<file path="src/sv/rhh_ram.sv">
module rhh_ram #(
    parameter int WIDTH = 8,
    parameter int DEPTH = 16
) (
    input  logic                     i_clk,
    input  logic                     i_we,
    input  logic [$clog2(DEPTH)-1:0] i_waddr,
    input  logic [WIDTH-1:0]         i_wdata,
    input  logic [$clog2(DEPTH)-1:0] i_raddr,
    output logic [WIDTH-1:0]         o_rdata
);
    logic [WIDTH-1:0] r_mem [DEPTH];

    // one write port, registered read port
    always_ff @(posedge i_clk) begin
        if (i_we) begin
            r_mem[i_waddr] <= i_wdata;
        end
        o_rdata <= r_mem[i_raddr];
    end
endmodule

</file>
<file path="config.mk">
export PLATFORM = sky130hd
export DESIGN_NAME = rhh_ram
export DESIGN_NICKNAME = d
export VERILOG_FILES = /design/src/sv/rhh_ram.sv
export SDC_FILE = /design/constraint.sdc
export NUM_CORES = 1
export LEC_CHECK = 0
export BUFFER_PORTS_ARGS = -buffer_cell sky130_fd_sc_hd__buf_2
export CAP_MARGIN = 20
export CORE_MARGIN = 8
export CORE_UTILIZATION = 37
export CTS_CLUSTER_SIZE = 8
export DETAILED_ROUTE_END_ITERATION = 16
export MAX_ROUTING_LAYER = met4
export RECOVER_POWER = 100
export SKIP_CTS_REPAIR_TIMING = 1
export SLEW_MARGIN = 25
export SYNTH_ARGS = -nofsm -noshare
export SYNTH_HDL_FRONTEND = slang
export SYNTH_SLANG_ARGS = --single-unit
</file>
<file path="constraint.sdc">
create_clock -name i_clk -period 2.75 [get_ports i_clk]
set_input_delay 0.1375 -clock i_clk [delete_from_list [all_inputs] [get_ports i_clk]]
set_output_delay 0.1375 -clock i_clk [all_outputs]
set_load 0.01 [all_outputs]
</file>
==> impl_results.md <==
- Status: completed
- Peak VDD IR: roughly 0.47 mV
- Synth-to-Final Area Change: 16.8%
- Crit path capture type: flop
- Share of flip-flops with an asynchronous set or reset: 0
- TritonRoute pass-1 iters: 5
- Post-layout nets: about 290
- Crit-path slowest cell: clkbuf_1
- CP Cell Sequence: clkbuf_1 > buf_4 > mux4_1 > a22oi_1 > nand2_1
- Core ar.: approximately 0.014 mm²
- GP Congestion: between 0.7 and 0.8
- Max-slew violation count: 0
- Die Height: ~130 µm
- Syn Nets: between 200 and 250
- Worst min-delay path category: input pin to flop
- Share of layout cells above drive strength 1: 0.178
- Ys flop type: edfxtp_1
- Final Skew: ~0.0084 ns
- CTS sink count: between 100 and 150
- Area of the die: ~0.018 mm²
- Dpl ws: 0.926 ns
- Synth unique cells: 19
- RSZ-0062 raised after global routing: false
- Fin crit period: 1.96 ns
- Critical Path Fanout Max: 21
- Final routed DRC violation total: 0
- Sequential-to-total area share from yosys stat: 0.778
- Final Worst Setup Slack: just under 0.8 ns
- CP max stage delay: just under 1 ns
- Fin crit share: 0.714
- Syn_area_per_cell: approximately 22 µm²
- PortBufs: 25
- WS Path Type: input pin to flop
- Slew @ Worst Pin: roughly 1.4 ns
- Root buffer cell: clkbuf_16
- Largest net degree at the start of global routing: 33
- Routed wire length: roughly 10 mm
- Hold slack: between 0.2 and 0.3 ns
- Maximum clock rate: 509 MHz
- Initial antenna violation count: 0
- Vias in the first global route: between 2000 and 2500
- Max-Cap Viols: 0
- Relative slew slack: 0.0662
- Register bit total from synthesis: approximately 140
- Req. time, crit path: a little over 3 ns
- CTS tree: yes
- Post-route setup TNS: 0 ns
- Post-DR wirelength/cell: 22.4 µm
- Final ANT Viol Nets: 0
- Critical path arrival: between 2 and 2.5 ns
- Post-synth EDFFs: 128
- Ys Warns: 0
- Buf/Inv on CP: 2
- Row count: 43
- Setup crit start kind: input pin
- Global-route wire length before repair: 15.9 mm
- Total Routing Usage GR: 0.128
- Hpwl dp: between 6 and 7 mm
- Antenna diodes: 0
- H-tree depth: 4
- Kind of cell adding the most delay to the critical path: buffers and inverters
- Final setup vio count: 0
- Cell Area, Synth: between 0.005 and 0.006 mm²
- Syn Inst Count: roughly 230
- Max Buffers Root-to-Sink: 2
- Pwr per Cell Area: between 700 and 800 mW/mm²
- Clock latency on the worst-skew pair: around 0.41 ns
- Chip width: 134 µm
- Congestion Overflow GR: 0
- Starting DRT DRC Count: between 300 and 400
- CTS clk-pin slew, worst paths: 0.06 ns
- TritonCTS buffer count: 17
- Initial Util: 0.375
- Placed insts: around 430
- Final hold vios: 0
- Final core utilization: 0.438
- Via density: 5.13
- Leakage: approximately 1.9 nW
- DR vias: about 2400
- Boundary Pins: 26
- Final non-filler cell total: 466
-- worst paths after layout --
| check | endpoint | from | cells past startpoint | slack, ns |
|---|---|---|---|---|
| setup reg to reg | o_rdata[3] | r_mem[10][3] | 3 | 1.34 |
| setup / recovery | o_rdata[5] | i_raddr[1] | 5 | 0.79 |
| hold reg to reg | o_rdata[1] | r_mem[4][1] | 3 | 0.67 |
| hold / removal | r_mem[14][4] | i_wdata[4] | 1 | 0.27 |
-- cell families (layout without fill, tap and decap cells) --
family	after synthesis	count (layout)	share of synthesized area
DFF	136	136	0.778
and+or+nand+nor	35	35	0.0318
muxes	32	32	0.150
AOI/OAI and AO/OA	16	16	0.0233
buffers and inverters	10	67	0.0168
-- routing by layer --
metal	track usage	vias up	routed length, µm
met2	0.175	84	4580
met1	0.179	1239	5220
met3	0.0393	6	575
met4	0.0412	0	80
li1	-	1063	-
met5	-	-	0
-- state kept, by name (all words and copies together) (netlist names) --
| register | cells |
|---|---|
| r_mem | 128 |
| o_rdata | 8 |
-- layout make-up --
class / count / area, µm²
Timing Repair Buffer: 35 / 158
Sequential cell: 136 / 4000
Multi-Input combinational cell: 83 / 1060
Clock buffer: 20 / 437
Tap cell: 180 / 225
Clock inverter: 12 / 133
Fill cell: 1195 / 7710
-- through the flow --
stage / total power (W) / instance area [µm²]
floorplan: 0.00249 / 5150
global placement: 0.00259 / 5500
CTS: 0.00477 / 6070
global route: 0.00488 / 6010
detailed placement: 0.00260 / 5500
finish: 0.00473 / 6010
-- cells in the final DEF (no fill, tap or decap), types with 5 or more instances in the layout --
| cell type | netlist | layout |
|---|---|---|
| dfxtp_1 | 8 | 8 |
| nor2_1 | 13 | 13 |
| clkbuf_1 | 0 | 31 |
| clkbuf_16 | 0 | 17 |
| nand2_1 | 9 | 9 |
| a22oi_1 | 16 | 16 |
| buf_2 | 3 | 5 |
| edfxtp_1 | 128 | 128 |
| mux4_1 | 14 | 14 |
| mux4_2 | 18 | 18 |
-- cells in the mapped netlist (all sizes together) (2+ instances only) --
library cell,number,area (µm²)
a22oi,16,120
buf,7,56.3
clkdlybuf4s25,3,30.0
dfxtp,8,160
edfxtp,128,3840
mux4,32,773
nand2,9,33.8
nand2b,2,12.5
nand3b,2,15.0
nor2,13,48.8
nor3,4,20.0
-- power by group --
part           switching, W  leakage (nW)  internal (W)
sequential        0.0000199          1.22       0.00232
clock              0.000779         0.277       0.00140
combinational      0.000127         0.436     0.0000808
-- worst reg2reg max path: cells and delay by family (launching register included) --
kind,cells,cell delay (ns)
mux,1,0.51
flops,1,0.37
compound gates,1,0.33
simple gates,1,0.08
Note: power is estimated with default switching activity, not from simulation.
