`config.mk`:
```
export PLATFORM = sky130hd
export DESIGN_NAME = rhh_mod
export DESIGN_NICKNAME = d
export VERILOG_FILES = /design/src/sv/rhh_pkg.sv /design/src/sv/rhh_mod.sv
export SDC_FILE = /design/constraint.sdc
export NUM_CORES = 1
export LEC_CHECK = 0
export ABC_AREA = 0
export BUFFER_PORTS_ARGS = -buffer_cell sky130_fd_sc_hd__buf_2
export CORE_MARGIN = 2
export CORE_UTILIZATION = 52
export DETAILED_ROUTE_END_ITERATION = 7
export GPL_ROUTABILITY_DRIVEN = 0
export PLACE_DENSITY = 0.8
export SLEW_MARGIN = 20
export SYNTH_ARGS = -nofsm -noshare
export SYNTH_HDL_FRONTEND = slang
export SYNTH_SLANG_ARGS = --single-unit
```
`constraint.sdc`:
```
create_clock -name i_clk -period 8.3 [get_ports i_clk]
set_input_delay 0.83 -clock i_clk [delete_from_list [all_inputs] [get_ports i_clk]]
set_output_delay 0.83 -clock i_clk [all_outputs]
set_load 0.1 [all_outputs]
```
`src/sv/rhh_pkg.sv`:
```
package rhh_pkg;

    localparam int TABLE_SLOTS = 729;
    localparam int KEY_CHARS   = 8;
    localparam int VALUE_BITS  = 32;

    localparam int SLOT_AW   = $clog2(TABLE_SLOTS);
    localparam int SIZE_W    = $clog2(TABLE_SLOTS + 1);
    localparam int DIST_W    = SIZE_W + 1;
    localparam int KEY_W     = 8 * KEY_CHARS;
    localparam int LEN_W     = 4;
    localparam int CFG_W     = 10;
    localparam int CNT_W     = 10;
    localparam int HASH_W    = 64;
    localparam int VAL_IO_W  = 32;
    localparam int MIN_SLOTS = 3;
    localparam int HASH_MUL  = 131;

    // operation codes
    localparam logic [1:0] OP_INSERT = 2'd0;
    localparam logic [1:0] OP_LOOKUP = 2'd1;
    localparam logic [1:0] OP_ERASE  = 2'd2;
    localparam logic [1:0] OP_CLEAR  = 2'd3;

    // status codes
    localparam logic [1:0] ST_OK      = 2'd0;
    localparam logic [1:0] ST_ABSENT  = 2'd1;
    localparam logic [1:0] ST_PRESENT = 2'd2;
    localparam logic [1:0] ST_FULL    = 2'd3;

    // configuration register indexes
    localparam logic [1:0] CFG_SLOTS = 2'd0;
    localparam logic [1:0] CFG_MAX   = 2'd1;

    typedef struct packed {
        logic [1:0]          op;
        logic [KEY_W-1:0]    key_chars;
        logic [LEN_W-1:0]    key_length;
        logic [VAL_IO_W-1:0] value_in;
    } t_req;

    typedef struct packed {
        logic [1:0]          status;
        logic [VAL_IO_W-1:0] value_out;
        logic [CNT_W-1:0]    entry_count;
    } t_rsp;

    typedef struct packed {
        logic                  valid;
        logic [LEN_W-1:0]      len;
        logic [DIST_W-1:0]     disp;
        logic [KEY_W-1:0]      key;
        logic [VALUE_BITS-1:0] value;
    } t_slot;

    // table size in use, clamped to the legal range
    function automatic logic [SIZE_W-1:0] live_size(input logic [CFG_W-1:0] cfg);
        logic [31:0] s;
        s = 32'(cfg);
        if (s < 32'(MIN_SLOTS)) s = 32'(MIN_SLOTS);
        if (s > 32'(TABLE_SLOTS)) s = 32'(TABLE_SLOTS);
        return SIZE_W'(s);
    endfunction

    // load limit, keeps one slot empty
    function automatic logic [SIZE_W-1:0] live_limit(input logic [CFG_W-1:0] lim,
                                                     input logic [SIZE_W-1:0] size);
        logic [31:0] l;
        logic [31:0] cap;
        l   = 32'(lim);
        cap = 32'(size) - 32'd1;
        return SIZE_W'((l > cap) ? cap : l);
    endfunction

    // linear probe step with wrap
    function automatic logic [SLOT_AW-1:0] next_slot(input logic [SLOT_AW-1:0] p,
                                                     input logic [SIZE_W-1:0] size);
        logic [31:0] q;
        q = 32'(p) + 32'd1;
        return (q >= 32'(size)) ? '0 : SLOT_AW'(q);
    endfunction

endpackage

```
`src/sv/rhh_mod.sv`:
```
module rhh_mod (
    input  logic                      i_clk,
    input  logic                      i_rst_n,
    input  logic                      i_start,
    input  logic [rhh_pkg::HASH_W-1:0] i_dividend,
    input  logic [rhh_pkg::SIZE_W-1:0] i_divisor,
    output logic                      o_done,
    output logic [rhh_pkg::SIZE_W-1:0] o_rem
);
    import rhh_pkg::*;

    localparam int BITS_PER = 4;
    localparam int STEPS    = HASH_W / BITS_PER;
    localparam int CNT_BW   = $clog2(STEPS);

    logic              r_busy;
    logic              r_done;
    logic [CNT_BW-1:0] r_cnt;
    logic [SIZE_W-1:0] r_rem;
    logic [HASH_W-1:0] r_dvd;
    logic [SIZE_W:0]   w_t;
    logic [SIZE_W-1:0] w_rem;

    // four restoring steps per cycle on the narrow remainder
    always_comb begin
        w_rem = r_rem;
        w_t   = '0;
        for (int k = 0; k < BITS_PER; k++) begin
            w_t = {w_rem, r_dvd[HASH_W-1-k]};
            if (w_t >= {1'b0, i_divisor}) w_t = w_t - {1'b0, i_divisor};
            w_rem = w_t[SIZE_W-1:0];
        end
    end

    always_ff @(posedge i_clk) begin
        if (!i_rst_n) begin
            r_busy <= 1'b0;
            r_done <= 1'b0;
            r_cnt  <= '0;
        end else begin
            r_done <= r_busy && (32'(r_cnt) == STEPS - 1);
            if (i_start) begin
                r_busy <= 1'b1;
                r_cnt  <= '0;
            end else if (r_busy) begin
                if (32'(r_cnt) == STEPS - 1) r_busy <= 1'b0;
                else r_cnt <= r_cnt + 1'b1;
            end
        end
    end

    // datapath
    always_ff @(posedge i_clk) begin
        if (i_start) begin
            r_rem <= '0;
            r_dvd <= i_dividend;
        end else if (r_busy) begin
            r_rem <= w_rem;
            r_dvd <= r_dvd << BITS_PER;
        end
    end

    assign o_done = r_done;
    assign o_rem  = r_rem;
endmodule

```
==> summary.txt <==
Status
  – Outcome: finished with violations
  – Failing checks: negative setup slack

Synth
  – Most used DFF post-synth: edfxtp_1
  – Area share of and/or/nand/nor cells after synthesis: 11.52%
  – Netlist cell types: 60
  – Share of the yosys chip area belonging to registers: 40.81%
  – Mean Syn Cell Area: 11.01 µm²
  – Syn_nets: 621
  – Synthesized area: 5494 µm²
  – Post-Synth XOR/XNOR Area: 4.304%
  – FFs w/ async S/R, synth: 0%
  – Synth warnings: 0
  – Largest family of logic cells by synthesized area: multiplexers
  – Synth area leaders: edfxtp_1 35%, mux2_2 15%, ha_1 9.3%
  – Post-Synthesis Cells: 499
  – Post-synth top area share: 34.98%
  – Synth area leader: edfxtp_1
  – Synth Area in Compound Gates: 13.46%
  – Mux cell area share after synthesis: 16.26%
  – Adder-cell share of the synthesized area: 10.79%
  – Flops & latches, synth: 80
  – Post-synth EDFFs: 64

Cells and area
  – Most frequent cells in the layout: 118 x buf_4, 86 x buf_2, 68 x mux2_2, 64 x edfxtp_1, 37 x nor2_1
  – Syn-to-layout area delta: 38.19%
  – Share of post-route cells with drive strength above 1: 51.34%
  – Commonest non-fill, non-tap cell in the layout: buf_4
  – Final Core Density: 73.87%
  – Final #Nets: 826
  – Post-route cell area: 7592 µm²
  – # diodes: 0

Worst setup path
  – Critical-path maximum fanout: 6
  – Critical path endpoint category: flop
  – Critical Path RT: 8.54 ns
  – Critical path data arrival time: 8.60 ns
  – Setup Crit Path Kind: primary input to flop
  – Critical-path top delay cell: or4b_4
  – Worst reg2reg endpoint: o_rem[2]
  – CP most frequent cell: ha_4
  – Reg2Reg Depth: 36
  – RR Startpoint: r_dvd[63]
  – Critical path launch point type: primary input
  – Max stage delay on crit path: 0.54 ns
  – R2r setup slk: 0.03 ns

Floorplanning
  – Die Area: 11400 µm²
  – IO Count: 88
  – Initial core utilization: 53.46%
  – Core Region: 10280 µm²
  – Std-Cell Rows: 37
  – Die span in x: 106.8 µm
  – DIE HEIGHT: 106.8 µm

Routing
  – Initial DRC count: 432
  – Drt wl/cell: 19.53 µm
  – Drt first pass iters: 5
  – Vias: 4994
  – DRC violation count after routing: 0
  – Vias/cell: 5.910
  – Post-route ant nets: 0
  – Drt total wl: 16510 µm

Global route
  – Largest net degree at the start of global routing: 79
  – GRT overflow: 0
  – Vias in the first global route: 4824
  – Global-route wire length before repair: 22960 µm
  – GR Util All Layers: 26.04%
  – Initial antenna violation count: 0

Clock network
  – Clock sinks: 80
  – Clk_lat worst skew: 0.36 ns
  – CTS max path bufs: 2
  – Clock-pin slew on the worst setup and hold paths: 0.08 ns
  – Root Driver: clkbuf_8
  – H-tree depth: 3
  – CTS buffer count: 9
  – CTS tree: yes

Timing
  – Final worst setup slack: -0.06703 ns
  – Setup-failing EPs final: 6
  – Relative slew slack: 36.39%
  – Period utilization: 100.8%
  – F_max: 0.1195 GHz
  – Fin. max-slew vios: 0
  – Worst-Margin Slew: 0.9528 ns
  – RSZ-0062 raised after global routing: yes
  – Fin Clk Skew: 0.01187 ns
  – Final Hold Fails: 0
  – Fin crit period: 8.367 ns

Hold path
  – Hold endpoint: o_done
  – Hold depth: 2
  – Min-delay src: r_cnt[3]
  – Class of the worst hold path: flop to flop

Job
  – Max-cap viol count: 0

Place
  – DPL Wire Length: 11310 µm
  – IO buf count: 87
  – Area after DPL: 6947 µm²
kinds of logic (layout without fill, tap and decap cells):
| kind of cell | after synthesis | count (layout) |
|---|---|---|
| compound gates | 103 | 103 |
| xor+xnor | 27 | 27 |
| fa+ha+maj | 45 | 45 |
| buf+inv | 39 | 247 |
| flops | 80 | 80 |
| mux | 80 | 80 |
| simple gates | 125 | 127 |
layout make-up:
| cell class | instances | area (µm²) |
|---|---|---|
| repair buffers | 206 | 1339 |
| clock inverters | 4 | 76.32 |
| inverters | 25 | 100.1 |
| flip-flops and latches | 80 | 2246 |
| clock buffers | 12 | 155.1 |
| multi-input cells | 382 | 3506 |
| well taps | 136 | 170.2 |
| fillers | 654 | 2685 |
metal layers:
layer / vias up / part of all wire [%] / track usage, %
met5: - / 0 / 0
met3: 89 / 7.5 / 6.140
met4: 0 / 4.9 / 9.926
li1: 2294 / - / -
met2: 234 / 48 / 43.95
met1: 2377 / 39 / 32.42
sequential cells by signal (all words and copies together), names as in the netlist:
register and count:
r_cnt 4, r_busy 1, o_done 1, r_dvd 64, o_rem 10
cells in the mapped netlist (2+ instances only):
cell type	n
o21ai_0	12
a21bo_2	2
mux2_2	74
and2_1	7
a211oi_1	5
xor2_1	8
xnor2_1	19
a21boi_0	2
edfxtp_1	64
mux2i_1	6
a21oi_1	25
nor3_1	14
nand2b_1	8
a211o_1	3
buf_1	2
inv_1	25
nand2_1	27
nor3b_1	2
ha_1	41
o211a_1	2
dfxtp_1	16
a21o_1	11
nor2_1	37
o21bai_1	3
nand4_1	5
a31oi_1	2
a311o_1	2
o31ai_2	2
fa_1	4
o211ai_1	2
nand3_1	8
and4_1	2
o21a_1	10
clkbuf_1	9
o31ai_1	2
nor2b_1	4
and3_1	2
a311oi_1	7
a221oi_1	2
worst max-delay path: cells and delay by family:
| kind | cells | cell delay [ns] |
|---|---|---|
| AOI/OAI and AO/OA | 16 | 3.69 |
| muxes | 2 | 0.67 |
| and+or+nand+nor | 10 | 2.24 |
| adders and majority gates | 4 | 0.97 |
| buffers and inverters | 2 | 0.16 |
how the worst max path moves through the flow:
stage | startpoint | endpoint | cells after the start
after floorplan | i_divisor[8] | o_rem[2] | 36
after global placement | i_divisor[4] | o_rem[2] | 35
after detailed placement | i_divisor[4] | o_rem[6] | 38
after CTS | i_divisor[0] | o_rem[6] | 37
after global routing | i_divisor[6] | o_rem[2] | 36
final | i_divisor[8] | o_rem[2] | 34
per-stage QoR:
| stage | instances | setup TNS [ns] | setup slack (ns) | hold WS, ns |
|---|---|---|---|---|
| 6_report | 845 | -0.2050 | -0.06703 | 0.5247 |
| 5_1_grt | 845 | -2.417 | -0.2833 | 0.5607 |
| 4_1_cts | 831 | 0 | 0.02395 | 0.5262 |
| 2_1_floorplan | 499 | -0.06646 | -0.06646 | 0.4591 |
| 3_3_place_gp | 813 | -1.817 | -0.2426 | 0.4807 |
| 3_5_place_dp | 813 | -4.523 | -0.5510 | 0.4912 |
timing repair:
action,in CTS,in global routing
hold buffers,0,0
cloned,1,1
gates resized for setup,4,51
setup endpoints to repair,10,10
setup buffers,1,14
pin swaps,4,37
Power is left out: the tool's default activity adds up to more than one toggle a clock period on the data nets, which glitch-free logic cannot reach.
