`src/sv/rhh_pkg.sv`:
```
package rhh_pkg;

    localparam int TABLE_SLOTS = 729;
    localparam int KEY_CHARS   = 8;
    localparam int VALUE_BITS  = 32;

    localparam int SLOT_AW   = $clog2(TABLE_SLOTS);
    localparam int SIZE_W    = $clog2(TABLE_SLOTS + 1);
    localparam int DIST_W    = SIZE_W + 1;
    localparam int KEY_W     = 8 * KEY_CHARS;
    localparam int LEN_W     = 4;
    localparam int CFG_W     = 10;
    localparam int CNT_W     = 10;
    localparam int HASH_W    = 64;
    localparam int VAL_IO_W  = 32;
    localparam int MIN_SLOTS = 3;
    localparam int HASH_MUL  = 131;

    // operation codes
    localparam logic [1:0] OP_INSERT = 2'd0;
    localparam logic [1:0] OP_LOOKUP = 2'd1;
    localparam logic [1:0] OP_ERASE  = 2'd2;
    localparam logic [1:0] OP_CLEAR  = 2'd3;

    // status codes
    localparam logic [1:0] ST_OK      = 2'd0;
    localparam logic [1:0] ST_ABSENT  = 2'd1;
    localparam logic [1:0] ST_PRESENT = 2'd2;
    localparam logic [1:0] ST_FULL    = 2'd3;

    // configuration register indexes
    localparam logic [1:0] CFG_SLOTS = 2'd0;
    localparam logic [1:0] CFG_MAX   = 2'd1;

    typedef struct packed {
        logic [1:0]          op;
        logic [KEY_W-1:0]    key_chars;
        logic [LEN_W-1:0]    key_length;
        logic [VAL_IO_W-1:0] value_in;
    } t_req;

    typedef struct packed {
        logic [1:0]          status;
        logic [VAL_IO_W-1:0] value_out;
        logic [CNT_W-1:0]    entry_count;
    } t_rsp;

    typedef struct packed {
        logic                  valid;
        logic [LEN_W-1:0]      len;
        logic [DIST_W-1:0]     disp;
        logic [KEY_W-1:0]      key;
        logic [VALUE_BITS-1:0] value;
    } t_slot;

    // table size in use, clamped to the legal range
    function automatic logic [SIZE_W-1:0] live_size(input logic [CFG_W-1:0] cfg);
        logic [31:0] s;
        s = 32'(cfg);
        if (s < 32'(MIN_SLOTS)) s = 32'(MIN_SLOTS);
        if (s > 32'(TABLE_SLOTS)) s = 32'(TABLE_SLOTS);
        return SIZE_W'(s);
    endfunction

    // load limit, keeps one slot empty
    function automatic logic [SIZE_W-1:0] live_limit(input logic [CFG_W-1:0] lim,
                                                     input logic [SIZE_W-1:0] size);
        logic [31:0] l;
        logic [31:0] cap;
        l   = 32'(lim);
        cap = 32'(size) - 32'd1;
        return SIZE_W'((l > cap) ? cap : l);
    endfunction

    // linear probe step with wrap
    function automatic logic [SLOT_AW-1:0] next_slot(input logic [SLOT_AW-1:0] p,
                                                     input logic [SIZE_W-1:0] size);
        logic [31:0] q;
        q = 32'(p) + 32'd1;
        return (q >= 32'(size)) ? '0 : SLOT_AW'(q);
    endfunction

endpackage

```
`src/sv/rhh_hash.sv`:
```
module rhh_hash (
    input  logic                      i_clk,
    input  logic                      i_rst_n,
    input  logic                      i_start,
    input  logic [rhh_pkg::KEY_W-1:0]  i_chars,
    input  logic [rhh_pkg::LEN_W-1:0]  i_len,
    output logic                      o_done,
    output logic [rhh_pkg::KEY_W-1:0]  o_key,
    output logic [rhh_pkg::HASH_W-1:0] o_hash
);
    import rhh_pkg::*;

    localparam int IDX_W = (KEY_CHARS > 1) ? $clog2(KEY_CHARS) : 1;

    logic              r_busy;
    logic              r_done;
    logic [IDX_W-1:0]  r_idx;
    logic [KEY_W-1:0]  r_key;
    logic [HASH_W-1:0] r_hash;
    logic [7:0]        w_c;
    logic              w_active;
    logic              w_last;

    // one character per cycle, lowered
    always_comb begin
        w_c = i_chars[8*r_idx +: 8];
        if (w_c >= 8'h41 && w_c <= 8'h5A) w_c = w_c + 8'h20;
        w_active = 32'(r_idx) < 32'(i_len);
        w_last   = 32'(r_idx) == KEY_CHARS - 1;
    end

    // control
    always_ff @(posedge i_clk) begin
        if (!i_rst_n) begin
            r_busy <= 1'b0;
            r_done <= 1'b0;
            r_idx  <= '0;
        end else begin
            r_done <= r_busy && w_last;
            if (i_start) begin
                r_busy <= 1'b1;
                r_idx  <= '0;
            end else if (r_busy) begin
                if (w_last) r_busy <= 1'b0;
                else r_idx <= r_idx + 1'b1;
            end
        end
    end

    // h = h*131 + c as shifts and adds
    always_ff @(posedge i_clk) begin
        if (i_start) begin
            r_key  <= '0;
            r_hash <= '0;
        end else if (r_busy && w_active) begin
            r_key[8*r_idx +: 8] <= w_c;
            r_hash <= (r_hash << 7) + (r_hash << 1) + r_hash + HASH_W'(w_c);
        end
    end

    assign o_done = r_done;
    assign o_key  = r_key;
    assign o_hash = r_hash;
endmodule

```
`config.mk`:
```
export PLATFORM = sky130hd
export DESIGN_NAME = rhh_hash
export DESIGN_NICKNAME = d
export VERILOG_FILES = /design/src/sv/rhh_pkg.sv /design/src/sv/rhh_hash.sv
export SDC_FILE = /design/constraint.sdc
export NUM_CORES = 1
export LEC_CHECK = 0
export BUFFER_PORTS_ARGS = -buffer_cell sky130_fd_sc_hd__buf_2
export CAP_MARGIN = 20
export CELL_PAD_IN_SITES_DETAIL_PLACEMENT = 2
export CELL_PAD_IN_SITES_GLOBAL_PLACEMENT = 2
export CORE_UTILIZATION = 37
export DETAILED_ROUTE_END_ITERATION = 10
export GPL_ROUTABILITY_DRIVEN = 0
export HOLD_SLACK_MARGIN = 0.03
export PLACE_DENSITY_LB_ADDON = 0.1
export REMOVE_ABC_BUFFERS = 1
export SLEW_MARGIN = 15
export SYNTH_ARGS = -nofsm -noshare
export SYNTH_HDL_FRONTEND = slang
export SYNTH_SLANG_ARGS = --single-unit
```
`constraint.sdc`:
```
create_clock -name i_clk -period 10.4 [get_ports i_clk]
set_clock_uncertainty 0.05 [all_clocks]
set_input_delay 2.08 -clock i_clk [delete_from_list [all_inputs] [get_ports i_clk]]
set_output_delay 2.08 -clock i_clk [all_outputs]
set_load 0.02 [all_outputs]
```
==> results.md, run 1 <==
- Status: finished, final reports clean
- Post-CTS Setup Inserts: 0
- Max-slew violations: 0
- Worst hold start: o_key[55]$_SDFFE_PP0P_
- Pwr/cell area: 150 nW/um2
- CTS Buffer Depth: 2
- Mean Syn Cell Area: 8.55 um2
- CTS tree: built
- Worst-skew pair later-pin latency: 0.44 ns
- Vias in the first global route: 11.8k
- Cts bufs inserted: 17
- CP Launch Type: primary input
- Detailed placement HPWL: 32.9 mm
- Worst-path clk slew: roughly 0.070 ns
- Hold buffers post-CTS: 0
- Met2 usage: between 40% and 50%
- VDD IR-drop max: 0.116 mV
- YS warnings: 0
- Die X-Extent: 177 um
- Fillers: 3357
- Syn Std Cell Area: 11300 um2
- Layout cell share with drive strength beyond 1: 17.9%
- Period utilization: 73.6%
- Critical path capture point type: flop
- Area occupied by multi-input gates: slightly above 8000 um2
- Critical setup path kind: in2reg
- Worst slew pin tran: 0.977 ns
- RSZ-0062 raised after global routing: false
- Synthesized netlist cell count: 1318
- Met1 GRT Util: 33.8%
- Area grow syn2layout: 16.1%
- H-tree depth: 4
- R2r startpoint: r_idx[0]$_SDFFE_PP0P_
- Ports: 200
- Grt total ovfl: 0
- Antenna cells: 0
- Global Route met3 Usage: 5.25%
- Drt wl/cell: between 20 and 25 um
- Post-CTS Resized: 0
- DRT iter0 DRCs: 493
- Detail Route Antenna Nets: 0
- DRT Pass-1 Iters: 5
- Placement Cell Area: about 12000 um2
- Min cycle time layout: 7.66 ns
- Port bufs: between 150 and 200
- DR DRC count: 0
- Fmax: between 100 and 150 MHz
- Critical Path Start: i_chars[11]
- Largest net degree at the start of global routing: 74
- Setup_tns: 0 ns
- Prevailing post-synth register cell: dfxtp_1
- Core Box Area: slightly below 30000 um2
- Post-Route WL: around 42 mm
- Tot GR Track Use: between 20% and 30%
- Worst-path maximum fanout: 5
- Hold Vio Cnt, Final: 0
- Post-synthesis sequential area ratio: 23.6%
- First-pass GRT wire length: around 67 mm
- GR peak layer: met2
- Leakage: 6.34 nW
- Vias per inst: 5.76
- Reg-to-reg slack, setup: 3.34 ns
- Cell Rows: 63
- Initial core utilization: a little under two fifths
- Post-synthesis register bit count: 133
- CTS sink count: approximately 130
- Cell variety after synth: 67
- Routed vias: 10.7k
- EDFF count, synth: 0
- Synth async-reset ratio: 0%
- Initial antenna violation count: 0
- Clock root buffer: clkbuf_16
- Min-delay worst type: reg2reg
- Total power: 1.97 mW
- Worst rel slew slack: 34.7%
- Final Cell Area: 13100 um2
- Final setup vio count: 0
- FF/Latch Area: 2660 um2
- CP arrival: around 8.0 ns
- DIE HEIGHT: 177 um
- # Max-Cap Violations: 0
- Critical Path RT: 10.71 ns
- Die area: 31200 um2
- Fin nets: between 1.5k and 2k
flip-flops by register name, indices dropped and copies added, names as in the netlist:
| name | count |
|---|---|
| o_done | 1 |
| o_hash | 64 |
| r_busy | 1 |
| r_idx | 3 |
| o_key | 64 |
cells in the final DEF, fill, tap and decap left out, types with 33 or more instances in the layout:
master and count:
nor3_1 47, a21oi_1 164, ha_1 133, buf_2 198, fa_1 64, inv_1 33, o21ai_0 51, dfxtp_1 133
a21o_1 34, nand2_1 177, nor2_1 96, xnor2_1 34
per-stage QoR:
| step | instances | hold slack (ns) | setup WS (ns) | util (%) |
|---|---|---|---|---|
| final | 1867 | 0.410 | 2.74 | 43.9 |
| after floorplan | 1239 | 0.432 | 3.46 | - |
| after CTS | 1867 | 0.414 | 2.72 | 43.9 |
| after global routing | 1867 | 0.442 | 2.45 | 43.9 |
| after global placement | 1835 | 0.393 | 2.63 | 41.9 |
| after detailed placement | 1835 | 0.404 | 2.27 | 41.9 |
path summary, 6_finish.rpt:
path,endpoint,cells after the start
worst max-delay path,o_hash[58]$_SDFFE_PP0P_,21
worst min-delay path,o_key[55]$_SDFFE_PP0P_,2
worst max register to register,o_hash[58]$_SDFFE_PP0P_,21
worst min register to register,o_key[55]$_SDFFE_PP0P_,2
cells by family (layout without fill, tap and decap cells):
group           Yosys count  in the layout  share of synthesized area, %
compound gates          355            355                          19.4
xor+xnor                 52             52                          4.04
fa+ha+maj               197            197                          26.1
buf+inv                 113            272                          4.02
flops                   133            133                          23.6
mux                      30             30                          5.07
simple gates            438            438                          17.7
power breakdown:
group,switching (mW),leakage [nW],total (mW),internal [mW]
registers,0.0676,1.07,0.605,0.537
clock network,0.276,0.284,0.625,0.349
logic,0.466,4.98,0.738,0.271
total,0.810,6.34,1.97,1.16
per-layer routing:
metal / vias to the layer above / wire length, um
li1: 4999 / -
met4: 0 / 1040
met5: - / 0
met3: 62 / 1850
met2: 267 / 21100
met1: 5420 / 18000
final cells by class:
cell class	instances	area share, %
Multi-Input combinational cell	1072	62.4
Sequential cell	133	20.4
Timing Repair Buffer	206	8.03
Tap cell	390	3.73
Clock buffer	19	3.46
Clock inverter	13	1.03
Inverter	34	0.976
Yosys cell counts, types with 6 or more instances:
cell	instances	area share, %
a211oi_1	12	0.80
a21o_1	34	2.3
a21oi_1	164	7.3
a31oi_1	13	0.72
and3_1	10	0.56
buf_1	8	0.27
clkbuf_1	63	2.1
dfxtp_1	133	24
fa_1	64	11
ha_1	133	15
inv_1	33	1.1
mux2i_1	11	0.98
mux4_1	15	3.5
nand2_1	177	5.9
nand2b_1	6	0.33
nand3_1	32	1.4
nand4_1	27	1.5
nor2_1	96	3.2
nor2b_1	11	0.61
nor3_1	47	2.1
nor4_1	6	0.33
o211ai_1	9	0.60
o21a_1	14	0.93
o21ai_0	51	2.3
o21ai_1	10	0.44
o21bai_1	11	0.73
or2_2	6	0.33
xnor2_1	34	2.6
xor2_1	18	1.4
critical path, stage by stage:
cell,delay (ns)
buf_2,0.10
mux4_1,0.53
mux2i_1,0.39
inv_1,0.16
a32oi_1,0.33
nand3_2,0.15
o31ai_2,0.33
fa_1,0.47
inv_1,0.07
ha_1,0.23
ha_1,0.36
a21o_1,0.25
a221oi_1,0.71
nor3_1,0.16
o211ai_1,0.35
a21oi_1,0.19
a21oi_1,0.44
o31a_1,0.29
xnor2_1,0.14
nand2_1,0.07
a21oi_1,0.17
(Power assumes the default switching activity.)
==> run 2: changes to the inputs <==
- CORE_UTILIZATION: 37 -> 31
- clock period: 10.4 -> 6.8 ns (I/O delays scaled with it)
==> results.md, run 2 (synthesis results as in run 1) <==
- Status: finished, violations left
- Cell Chain, Critical Path: buf_2 -> mux4_1 -> mux2i_1 -> o21ai_2 -> a32oi_1 -> nand3_2 -> o31ai_2 -> fa_1 -> inv_1 -> ha_1 -> ha_1 -> a21o_1 -> a2111oi_4 -> or3_1 -> o22ai_1 -> o41ai_1 -> buf_4 -> nand2_1 -> a211oi_1 -> o21ai_0 -> xnor2_1 -> o21ai_0
- DIE HEIGHT: 193 um (+9.1%)
- Setup_tns: 0 ns (unchanged)
- Min cycle time layout: around 6.3 ns
- Vias in the first global route: 11.5k (-2.7%)
- Fillers: 4096 (+22%)
- Worst rel slew slack: 39.1% (+4.4 points)
- Cell Rows: 69 (+9.5%)
- Max-slew violations: 0 (unchanged)
- DR DRC count: 5 (+5)
- Core Box Area: 35700 um2 (+20%)
- Period utilization: 93.3%
- Pre-CTS worst setup slack: -0.0186 ns (-2.29 ns)
- Area grow syn2layout: 17.9%
- Antenna cells: 0 (unchanged)
- Tot GR Track Use: 23.4% (-4.3 points)
- Area occupied by multi-input gates: 8170 um2 (unchanged)
- Hold Vio Cnt, Final: 0 (unchanged)
- Largest net degree at the start of global routing: 69 (-6.8%)
- # Max-Cap Violations: 0 (unchanged)
- Port bufs: 199 (unchanged)
- Detailed placement HPWL: 33.2 mm (+1.1%)
- CTS Buffer Depth: 2 (unchanged)
- DRT iter0 DRCs: 353 (-28%)
- CP Launch Type: primary input
- Hold buffers post-CTS: 0 (unchanged)
- Worst slew pin tran: 0.911 ns (-0.0656 ns)
- First-pass GRT wire length: 65.7 mm (-1.3%)
- Critical path capture point type: flop
- Min-delay worst type: reg2reg
- Clock root buffer: clkbuf_16
- Worst-path maximum fanout: 4 (-1)
- Drt wl/cell: 21.6 um (-4.0%)
- Fmax: about 160 MHz
- Worst path slowest cell: mux4_1
- Die X-Extent: 193 um (+9.1%)
- RSZ-0062 raised after global routing: false
- Post-CTS Setup Inserts: 0 (unchanged)
- Layout cell share with drive strength beyond 1: 18.8% (+0.82 points)
- Initial antenna violation count: 0 (unchanged)
- VDD IR-drop max: 0.181 mV (+56%)
- DRT Pass-1 Iters: 8 (+3)
- CTS tree: built
- CP arrival: 6.66 ns (-1.30 ns)
- FF/Latch Area: 2660 um2 (unchanged)
- Worst-path clk slew: 0.07 ns (about the same)
- Setup ws final: 0.458 ns (-2.29 ns)
- Grt total ovfl: 0 (unchanged)
- Die area: 37100 um2 (+19%)
- Post-CTS Resized: 0 (unchanged)
- Final setup vio count: 0 (unchanged)
- Fin nets: 1747 (+0.87%)
- Violations in the final reports: design-rule violations
- CTS sink count: 133 (unchanged)
- Commonest non-fill, non-tap cells in the layout: 198 x buf_2, 177 x nand2_1, 164 x a21oi_1, 133 x ha_1, 133 x dfxtp_1
- Cts bufs inserted: 17 (unchanged)
- Post-Route WL: 42.1 mm (+0.45%)
- Worst-skew pair later-pin latency: 0.45 ns (about the same)
- H-tree depth: 4 (unchanged)
- Critical Path RT: 7.12 ns (-3.59 ns)
- Critical setup path kind: in2reg
- Worst stage delay on the critical path: 0.50 ns (-0.21 ns)
- Ports: 200 (unchanged)
- Initial core utilization: 31.6% (-6.2 points)
- Post-Layout Cell Count: 1953 (+4.6%)
- Routed vias: 10.6k (-1.6%)
- Placed cells: 1921 (+4.7%)
- Most common cell after layout, fill and taps aside: buf_2
- Leakage: 6.42 nW (+1.2%)
- Pwr/cell area: 226 nW/um2 (+50%)
- Vias per inst: 5.41 (-6.0%)
- Detail Route Antenna Nets: 0 (unchanged)
[run 2: power breakdown]
group	total (mW)	internal, mW	leakage, nW	switching (mW)
combinational	1.11	0.423	5.06	0.686
sequential	0.925	0.821	1.07	0.104
clock	0.973	0.520	0.287	0.452
[run 2: layout make-up]
class,count,share of cell area [%]
inverters,34,0.961
multi-input cells,1072,61.5
well taps,461,4.34
repair buffers,221,8.76
clock buffers,17,3.20
flip-flops and latches,133,20.0
clock inverters,15,1.21
[run 2: path summary, 6_finish.rpt]
check,from,endpoint,slack (ns),cells past startpoint
setup / recovery,i_chars[9],o_hash[61]$_SDFFE_PP0P_,0.46,22
hold / removal,o_key[21]$_SDFFE_PP0P_,o_key[21]$_SDFFE_PP0P_,0.41,2
setup reg to reg,r_idx[0]$_SDFFE_PP0P_,o_hash[61]$_SDFFE_PP0P_,0.59,22
hold reg to reg,o_key[21]$_SDFFE_PP0P_,o_key[21]$_SDFFE_PP0P_,0.41,2
[run 2: layer usage]
layer	up-vias	global-route usage, %	share of wire (%)
met4	0	5.33	1.2
met5	-	0	0
met3	30	4.51	4.0
met1	5331	28.3	44
met2	172	42.4	51
li1	5041	-	-
[run 2: worst max-delay path: cells and delay by family]
kind	cells	cell delay, ns
AO/OA/AOI/OAI	10	2.51
XOR/XNOR	1	0.15
adder cells (fa/ha/maj)	3	1.04
buffers and inverters	3	0.37
multiplexers	2	0.81
AND/OR/NAND/NOR	3	0.41
[run 2: metrics by stage]
stage,area (um2),utilization (%),hold WS [ns],power [mW]
2_1_floorplan,10900,-,0.432,1.65
3_3_place_gp,12700,35.6,0.396,2.02
3_5_place_dp,12700,35.6,0.402,2.05
4_1_cts,13300,37.2,0.412,3.05
5_1_grt,13300,37.2,0.437,3.20
6_report,13300,37.2,0.409,3.01
